[config.mk]
export PLATFORM = sky130hd
export DESIGN_NAME = dofifo_ctrl
export DESIGN_NICKNAME = d
export VERILOG_FILES = /design/src/sv/dofifo_pkg.sv /design/src/sv/dofifo_ctrl.sv
export SDC_FILE = /design/constraint.sdc
export NUM_CORES = 1
export LEC_CHECK = 0
export BUFFER_PORTS_ARGS = -buffer_cell sky130_fd_sc_hd__buf_2
export CAP_MARGIN = 20
export CORE_AREA = 4 4 41 43
export CTS_CLUSTER_DIAMETER = 30
export DETAILED_ROUTE_END_ITERATION = 12
export DIE_AREA = 0 0 45 47
export PLACE_DENSITY = 0.75
export REMOVE_ABC_BUFFERS = 1
export SLEW_MARGIN = 20
export SYNTH_ARGS = -nofsm -noshare
export SYNTH_HDL_FRONTEND = slang
export SYNTH_SLANG_ARGS = --single-unit
[constraint.sdc]
create_clock -name clk -period 2.75 [get_ports clk]
set_input_delay 0.55 -clock clk [delete_from_list [all_inputs] [get_ports clk]]
set_output_delay 0.55 -clock clk [all_outputs]
set_load 0.05 [all_outputs]
[src/sv/dofifo_pkg.sv]
`default_nettype none
package dofifo_pkg;

	localparam int DEPTH_DEF       = 4096;
	localparam int BLOCK_SIZE_DEF  = 126;
	localparam int SAMPLE_BITS_DEF = 16;

	localparam int IQ_W    = 16;
	localparam int BATCH_W = 16;
	localparam int FILL_W  = 13;
	localparam int TOTAL_W = 48;

	localparam logic [1:0] MODE_PUSH  = 2'd0;
	localparam logic [1:0] MODE_POP   = 2'd1;
	localparam logic [1:0] MODE_CLEAR = 2'd2;

	// commands from the controller to the datapath
	typedef struct packed {
		logic push;
		logic clear;
		logic status;
		logic underrun;
		logic pop_take;
		logic rd_even;
		logic rd_odd;
		logic latch_even;
		logic load_pair;
		logic pair_last;
		logic pair_odd;
	} dofifo_cmd_t;

	typedef struct packed {
		logic short_block;
		logic out_free;
	} dofifo_sts_t;

endpackage
`default_nettype wire

[src/sv/dofifo_ctrl.sv]
`default_nettype none
module dofifo_ctrl #(
	parameter int BLOCK_SIZE = dofifo_pkg::BLOCK_SIZE_DEF
) (
	input  wire logic                    clk,
	input  wire logic                    arst_n,
	input  wire logic                    in_valid,
	output logic                         in_stall,
	input  wire logic [1:0]              mode,
	input  wire dofifo_pkg::dofifo_sts_t sts,
	output dofifo_pkg::dofifo_cmd_t      cmd
);

	localparam int NPAIRS = (BLOCK_SIZE + 1) / 2;
	localparam int PAIR_W = NPAIRS > 1 ? $clog2(NPAIRS) : 1;
	localparam bit ODD_BS = (BLOCK_SIZE % 2) == 1;

	localparam logic [1:0] ST_IDLE    = 2'd0;
	localparam logic [1:0] ST_RD_EVEN = 2'd1;
	localparam logic [1:0] ST_RD_ODD  = 2'd2;
	localparam logic [1:0] ST_LOAD    = 2'd3;

	logic [1:0]        state_q, state_d;
	logic [PAIR_W-1:0] k_q, k_d;
	logic              in_fire;
	logic              is_last;

	assign in_stall = !((state_q == ST_IDLE) && sts.out_free);
	assign in_fire  = in_valid && !in_stall;
	assign is_last  = (32'(k_q) == 32'(NPAIRS - 1));

	always_comb begin
		state_d = state_q;
		k_d     = k_q;
		cmd     = '0;
		cmd.pair_last = is_last;
		cmd.pair_odd  = !(is_last && ODD_BS);
		case (state_q)
			ST_IDLE: begin
				if (in_fire) begin
					case (mode)
						dofifo_pkg::MODE_PUSH: begin
							cmd.push = 1'b1;
						end
						dofifo_pkg::MODE_POP: begin
							if (sts.short_block) begin
								cmd.underrun = 1'b1;
							end else begin
								cmd.pop_take = 1'b1;
								k_d          = '0;
								state_d      = ST_RD_EVEN;
							end
						end
						dofifo_pkg::MODE_CLEAR: begin
							cmd.clear = 1'b1;
						end
						default: begin
							cmd.status = 1'b1;
						end
					endcase
				end
			end
			ST_RD_EVEN: begin
				cmd.rd_even = 1'b1;
				state_d     = ST_RD_ODD;
			end
			ST_RD_ODD: begin
				cmd.latch_even = 1'b1;
				cmd.rd_odd     = cmd.pair_odd;
				state_d        = ST_LOAD;
			end
			ST_LOAD: begin
				if (sts.out_free) begin
					cmd.load_pair = 1'b1;
					if (is_last) begin
						state_d = ST_IDLE;
					end else begin
						k_d     = k_q + 1'b1;
						state_d = ST_RD_EVEN;
					end
				end
			end
			default: begin
				state_d = ST_IDLE;
			end
		endcase
	end

	always_ff @(posedge clk or negedge arst_n) begin
		if (!arst_n) begin
			state_q <= ST_IDLE;
			k_q     <= '0;
		end else begin
			state_q <= state_d;
			k_q     <= k_d;
		end
	end

endmodule
`default_nettype wire

==> results.md, run 1 <==
| Step | Quantity | This run |
|:---|:---|:---|
| sta | Unrepaired setup endpoints after global routing | no |
| floorplanning | Starting Density | 48.94% |
| sta | Final number of setup-violating endpoints | 0 |
| hold path | Class of the tightest hold or removal check | in2async |
| power | Cell Pwr Density | 1037 nW/um^2 |
| synthesis | Distinct cell type count of the synthesized netlist | 27 |
| floorplanning | Area of the core | 1301 sq um |
| worst setup path | Critical path launch point type | register |
| drt | Post-route antenna net violation count | 0 |
| drt | Number of vias in the routed layout | 546 |
| power | Leakage power summed over all cells | 0.3842 nW |
| synthesis | Seq/Total Area, Yosys | 31.43% |
| sta | Total Negative Setup Slacks | 0 ns |
| sta | Final critical-path share of the clock period | 83.38% |
| synthesis | Syn Std Cell Area | 636.9 sq um |
| worst setup path | Worst setup path class | reg2out |
| worst setup path | Cell-by-cell trace of the critical path | inv_1, ha_1, nand3_1, nor3_1, buf_2 |
| floorplanning | Site row count | 13 |
| power | Maximum vdd ir drop | 708.8 uV |
| worst setup path | CP required | 2.20 ns |
| global routing | Number of global-route vias before repair | 497 |
| outcome | Result of the run | complete, no violations |
| drt | Number of iterations in the first detailed-routing pass | 4 |
| layout | Final Cell Area | 735.7 sq um |
| global routing | Tot GR Track Use | 13.86% |
| drt | Residual DRC | 0 |
| worst setup path | CP arrival | 1.74 ns |
| clocking | Number of instances resized during post-cts repair | 0 |
| global routing | Number of antenna violations at the first check in global routing | 0 |
| drt | Final WL | 1259 um |
| worst setup path | CP max stage delay | 0.39 ns |
| layout | Leading cell type in the layout, fill and taps excluded | buf_2 |
| placement | DP HPWL | 1023 um |
| clocking | Hold buffers post-CTS | 0 |
| synthesis | Mapped Cells | 73 |
| synthesis | Async set-or-reset flop fraction in the synthesized netlist | 100.0% |
| global routing | Pin count of the biggest net entering global routing | 10 |
| worst setup path | Endpoint class of the critical path | primary output |
| sta | Achievable Freq | 0.4361 GHz |
| clocking | Number of buffers created by CTS | 3 |
| worst setup path | Maximum fanout count along the critical path | 9 |
| synthesis | Count of yosys warnings during synthesis | 0 |
| floorplanning | IO Pins | 19 |
| clocking | Number of buffers on the longest clock path | 2 |
| global routing | First-pass GRT wire length | 2118 um |
| placement | Total of buffers placed on input and output ports | 17 |
| layout | Fill cell total of the finished layout | 137 |
| layout | Final net count | 105 |
| floorplanning | Die width | 45 um |
| sta | Post-route minimum period | 2.293 ns |
| clocking | Post-CTS Setup Repair Bufs | 0 |
| clocking | Root Driver | clkbuf_4 |
| layout | Synth-to-Final Area Change | 15.52% |
| sta | Final Slew Violations | 0 |
| layout | Most frequent cells in the layout | 17 x buf_2, 10 x inv_1, 8 x dfrtp_1 |
| synthesis | Most frequently used flop master after synthesis | dfrtp_1 |
| floorplanning | Die outline area | 2115 sq um |
| floorplanning | Vertical die dimension | 47 um |
| synthesis | Average footprint of a synthesized cell | 8.724 sq um |
| clocking | Max H-tree Level | 1 |
| global routing | Grt ovf | 0 |
| drt | Mean number of vias per cell | 5.250 |
| placement | RePlAce Congestion | 0.7103 |
| synthesis | Number of flops mapped to enable cells by yosys | 0 |
| clocking | Clock Sinks | 8 |
| drt | Wire length per cell | 12.11 um |
| clocking | TritonCTS clock tree | done |
| sta | Clock skew | 0.01301 ns |
| layout | Fraction of layout cells with a size suffix above 1 | 28.09% |
| flow run | Max capacitance violation total | 0 |
| sta | Final hold violation count | 0 |
| drt | DRT iter0 DRCs | 7 |
| clocking | Clock insertion delay at the later pin of the skew report | 0.26 ns |
| worst setup path | Slowest stage cell, crit path | dfrtp_1 |
| placement | Placement-stage cell area | 713.2 sq um |
| clocking | Clock input transition at the sequential cells of the worst setup and hold paths | 0.06 ns |
| layout | Antenna diode count | 0 |
| synthesis | Yosys reg bits | 8 |
==> layer usage <==
layer / track usage, % / wire, um / up-vias
li1: - / - / 287
met1: 17.48 / 567 / 251
met2: 22.03 / 617 / 8
met3: 6.897 / 74 / 0
met4: 1.754 / 0 / 0
met5: 0 / 0 / -
==> Yosys cell counts (all sizes together), types with 2 or more instances <==
cell,count,area share [%]
nand3,4,3.1
dfrtp,8,31
nand2b,2,2.0
nand2,4,2.4
ha,7,14
a21oi,4,3.1
inv,10,5.9
nor3,2,1.6
o21ai,5,3.9
and3,2,2.0
nor2,5,2.9
buf,4,4.3
a31oi,2,2.0
nand4,3,2.9
==> path summary, 6_finish.rpt <==
| check | startpoint | end | slack (ns) | cells after the start |
|---|---|---|---|---|
| worst max-delay path | state_q[0] | cmd[7] | 0.46 | 5 |
| worst min-delay path | arst_n | k_q[5] | 0.12 | 1 |
| worst max register to register | state_q[0] | k_q[0] | 0.99 | 5 |
| worst min register to register | k_q[2] | k_q[2] | 0.53 | 1 |
| max in group asynchronous | arst_n | k_q[1] | 2.45 | 1 |
| min in group clk | k_q[2] | k_q[2] | 0.53 | 1 |
==> area by class of cell <==
| type | count | area (sq um) | share of cell area [%] |
|---|---|---|---|
| inverter | 10 | 37.54 | 5.102 |
| clock buffer | 3 | 22.52 | 3.061 |
| sequential | 8 | 200.2 | 27.21 |
| multi-input combinational | 51 | 371.6 | 50.51 |
| timing repair buffer | 17 | 85.08 | 11.56 |
| tap | 15 | 18.77 | 2.551 |
==> sequential cells by signal, indices dropped and copies added, names as in the netlist <==
| signal | count |
|---|---|
| k_q | 6 |
| state_q | 2 |
==> logic make-up (layout without fill, tap and decap cells) <==
logic type / Yosys count / in the layout / share of synthesized area [%]
AND/OR/NAND/NOR: 25 / 25 / 23.77
AO/OA/AOI/OAI: 17 / 17 / 18.47
buffers and inverters: 14 / 30 / 10.22
flip-flops: 8 / 8 / 31.43
adder cells (fa/ha/maj): 7 / 7 / 13.75
other: 1 / 1 / 0.5888
multiplexers: 1 / 1 / 1.768
==> critical path: cells and delay by family (launching register included) <==
| kind | cells | cell delay (ns) |
|---|---|---|
| adder cells (fa/ha/maj) | 1 | 0.35 |
| flip-flops | 1 | 0.39 |
| buffers and inverters | 2 | 0.45 |
| AND/OR/NAND/NOR | 2 | 0.30 |
==> report_power, final <==
part / internal, W / total, W / leakage, nW / switching, W
clock network: 0.0000501 / 0.0000916 / 0.0138 / 0.0000416
logic: 0.000150 / 0.000445 / 0.268 / 0.000295
registers: 0.000173 / 0.000227 / 0.102 / 0.0000536
==> stage by stage <==
step	std cells	hold WS (ns)	power (W)	setup WS (ns)	utilization, %
2_1_floorplan	69	0.2544	0.0005852	0.1661	-
3_3_place_gp	101	0.4005	0.0006648	0.7709	54.81
3_5_place_dp	101	0.4039	0.0006766	0.7129	54.81
4_1_cts	104	0.1226	0.0007698	0.4452	56.54
5_1_grt	104	0.1237	0.0008307	0.2818	56.54
6_report	104	0.1176	0.0007631	0.4570	56.54
(Power assumes the default switching activity.)
==> run 2, diff against run 1 <==
--- a/config.mk
+++ b/config.mk
@@ -7,11 +7,11 @@
 export LEC_CHECK = 0
 export BUFFER_PORTS_ARGS = -buffer_cell sky130_fd_sc_hd__buf_2
 export CAP_MARGIN = 20
-export CORE_AREA = 4 4 41 43
+export CORE_MARGIN = 4
+export CORE_UTILIZATION = 44
 export CTS_CLUSTER_DIAMETER = 30
 export DETAILED_ROUTE_END_ITERATION = 12
-export DIE_AREA = 0 0 45 47
-export PLACE_DENSITY = 0.75
+export PLACE_DENSITY = 0.73
 export REMOVE_ABC_BUFFERS = 1
 export SLEW_MARGIN = 20
 export SYNTH_ARGS = -nofsm -noshare
==> constraint.sdc (replaced) <==
create_clock -name clk -period 1.9 [get_ports clk]
set_input_delay 0.38 -clock clk [delete_from_list [all_inputs] [get_ports clk]]
set_output_delay 0.38 -clock clk [all_outputs]
set_load 0.05 [all_outputs]
==> results.md, run 2 (synthesis results as in run 1) <==
| Step | Quantity | This run | vs previous |
|:---|:---|:---|:---|
| outcome | Result of the run | complete, no violations |  |
| worst setup path | Maximum fanout count along the critical path | 6 | -3 |
| global routing | First-pass GRT wire length | 2125 um | +0.33% |
| placement | DP HPWL | 1047 um | +2.4% |
| layout | Number of standard cells in the final layout excluding fillers | 110 | +5.8% |
| drt | Wire length per cell | 12.75 um | +5.4% |
| global routing | Number of antenna violations at the first check in global routing | 0 | unchanged |
| layout | Fill cell total of the finished layout | 119 | -13% |
| sta | Achievable Freq | 0.5467 GHz |  |
| worst setup path | Endpoint class of the critical path | primary output |  |
| layout | Antenna diode count | 0 | unchanged |
| worst setup path | CP required | 1.52 ns | -0.68 ns |
| layout | Leading cell type in the layout, fill and taps excluded | buf_2 |  |
| power | Part of the total power dissipated in sequential elements | 27.9% | -1.8 points |
| layout | Fraction of layout cells with a size suffix above 1 | 40.00% | +12 points |
| power | Total Power | 0.001205 W | +58% |
| sta | Post-route minimum period | 1.829 ns |  |
| worst setup path | Critical path launch point type | register |  |
| floorplanning | Area of the core | 1334 sq um | +2.5% |
| power | Share of power burned in combinational logic | 61.4% | +3.1 points |
| sta | Total Negative Setup Slacks | 0 ns | unchanged |
| power | Clock network fraction of design power | 10.6% | -1.4 points |
| floorplanning | IO Pins | 19 | unchanged |
| sta | Final number of setup-violating endpoints | 0 | unchanged |
| power | Switching share of power | 49.49% | -1.6 points |
| global routing | Pin count of the biggest net entering global routing | 10 | unchanged |
| layout | Max FFs per register | 6 | unchanged |
| power | Leakage power summed over all cells | 0.4068 nW | +5.9% |
| drt | Number of vias in the routed layout | 613 | +12% |
| floorplanning | Site row count | 13 | unchanged |
| drt | Mean number of vias per cell | 5.573 | +6.1% |
| clocking | Clock insertion delay at the later pin of the skew report | 0.25 ns | about the same |
| floorplanning | Die width | 46.05 um | +2.3% |
| clocking | Clock Sinks | 8 | unchanged |
| sta | Final Slew Violations | 0 | unchanged |
| drt | Residual DRC | 0 | unchanged |
| power | Cell internal power dissipation | 0.0006088 W | +63% |
| global routing | Tot GR Track Use | 14.09% | +0.23 points |
| layout | Synth-to-Final Area Change | 30.45% |  |
| clocking | Max H-tree Level | 1 | unchanged |
| power | Cell Pwr Density | 1451 nW/um^2 | +40% |
| sta | Final hold violation count | 0 | unchanged |
| power | Switching power total | 0.0005965 W | +53% |
| placement | Number of placed cells counting well taps | 104 | +3.0% |
| drt | Post-route antenna net violation count | 0 | unchanged |
| sta | Clock skew | 0.004440 ns | -0.008568 ns |
| power | Maximum vdd ir drop | 960.6 uV | +36% |
| clocking | Number of buffers on the longest clock path | 2 | unchanged |
| placement | RePlAce Congestion | 0.7534 | +6.1% |
| drt | Number of iterations in the first detailed-routing pass | 4 | unchanged |
| clocking | Root Driver | clkbuf_4 |  |
| drt | Final WL | 1403 um | +11% |
| sta | Final critical-path share of the clock period | 96.27% |  |
| flow run | Max capacitance violation total | 0 | unchanged |
| hold path | Class of the tightest hold or removal check | in2async |  |
| worst setup path | CP arrival | 1.45 ns | -0.29 ns |
| layout | Area of the multi-input gates | 394.1 sq um | +6.1% |
| layout | Most frequent cells in the layout | 12 x buf_2, 7 x dfrtp_1, 7 x buf_4 |  |
| layout | Final net count | 111 | +5.7% |
| worst setup path | Worst setup path class | reg2out |  |
| placement | Total of buffers placed on input and output ports | 17 | unchanged |
| global routing | Grt ovf | 0 | unchanged |
| drt | DRT iter0 DRCs | 17 | +10 |
| floorplanning | Vertical die dimension | 46.05 um | -2.0% |
| clocking | Number of buffers created by CTS | 3 | unchanged |
| clocking | Clock input transition at the sequential cells of the worst setup and hold paths | 0.05 ns | about the same |
| floorplanning | Die outline area | 2120 sq um | +0.24% |
| layout | Most flop-heavy register | k_q |  |
| layout | Reg area | 201.4 sq um | +0.62% |
| layout | Biggest regs | k_q x6, state_q x2 |  |
| floorplanning | Starting Density | 47.75% | -1.2 points |
| clocking | TritonCTS clock tree | done |  |
| global routing | Number of global-route vias before repair | 509 | +2.4% |
==> run 2: cell types whose count changed in the layout (fill, tap and decap cells not counted), sizes merged <==
cell / previous run / this run
buf: 17 / 21
clkbuf: 3 / 4
dlygate4sd3: 0 / 1
==> run 2: per-layer routing <==
| layer | GRT usage (%) | wire length [um] |
|---|---|---|
| met1 | 16.15 | 532 |
| met3 | 7.115 | 109 |
| met4 | 1.705 | 0 |
| met5 | 0 | 0 |
| met2 | 23.90 | 761 |
==> run 2: what timing repair did <==
item / in CTS / in global routing
endpoints found under the setup margin: 6 / 6
gates resized for setup: 11 / 10
buffers inserted: 0 / 2
hold buffers: 1 / 0
pin swaps: 0 / 1
hold endpoints to repair: 8 / 0
==> run 2: worst paths after layout <==
path,startpoint,endpoint,slack [ns],depth (start not counted)
min in group clk,k_q[2],k_q[2],0.53,1
max reg2reg,k_q[0],state_q[0],0.22,7
max in group asynchronous,arst_n,state_q[1],1.22,2
min,arst_n,k_q[4],0.50,2
max,state_q[1],cmd[10],0.07,5
min reg2reg,k_q[2],k_q[2],0.53,1
==> run 2: worst max-delay path, cell delays in order (launching register included) <==
cell and delay (ns):
dfrtp_2 0.44, inv_2 0.10, ha_4 0.16, nand3_1 0.11, nor3_1 0.16, buf_4 0.23
==> run 2: final cells by class <==
class                      instances  share of cell area [%]
clock buffer                       3                   2.711
inverter                          10                   4.819
multi-input combinational         51                   47.44
sequential                         8                   24.25
tap                               15                   2.259
timing repair buffer              23                   18.52
==> run 2: metrics by stage <==
step	hold WS (ns)	instance area [sq um]	worst slack (ns)	util, %
finish	0.4965	830.8	0.07083	62.29
global route	0.5078	830.8	-0.02620	62.29
CTS	0.4997	798.3	0.02656	59.85
detailed placement	0.2342	735.7	0.09183	55.16
global placement	0.2313	735.7	0.1302	55.16
floorplan	0.08441	609.3	-0.5139	-
==> run 2: power by group through the flow <==
stage                     clock network [W]  logic (W)  registers (W)
final                              0.000128   0.000740       0.000337
after floorplan                           0   0.000536       0.000311
after detailed placement                  0   0.000680       0.000330
after global placement                    0   0.000662       0.000327
after global routing               0.000147   0.000825       0.000346
after CTS                          0.000134   0.000716       0.000331
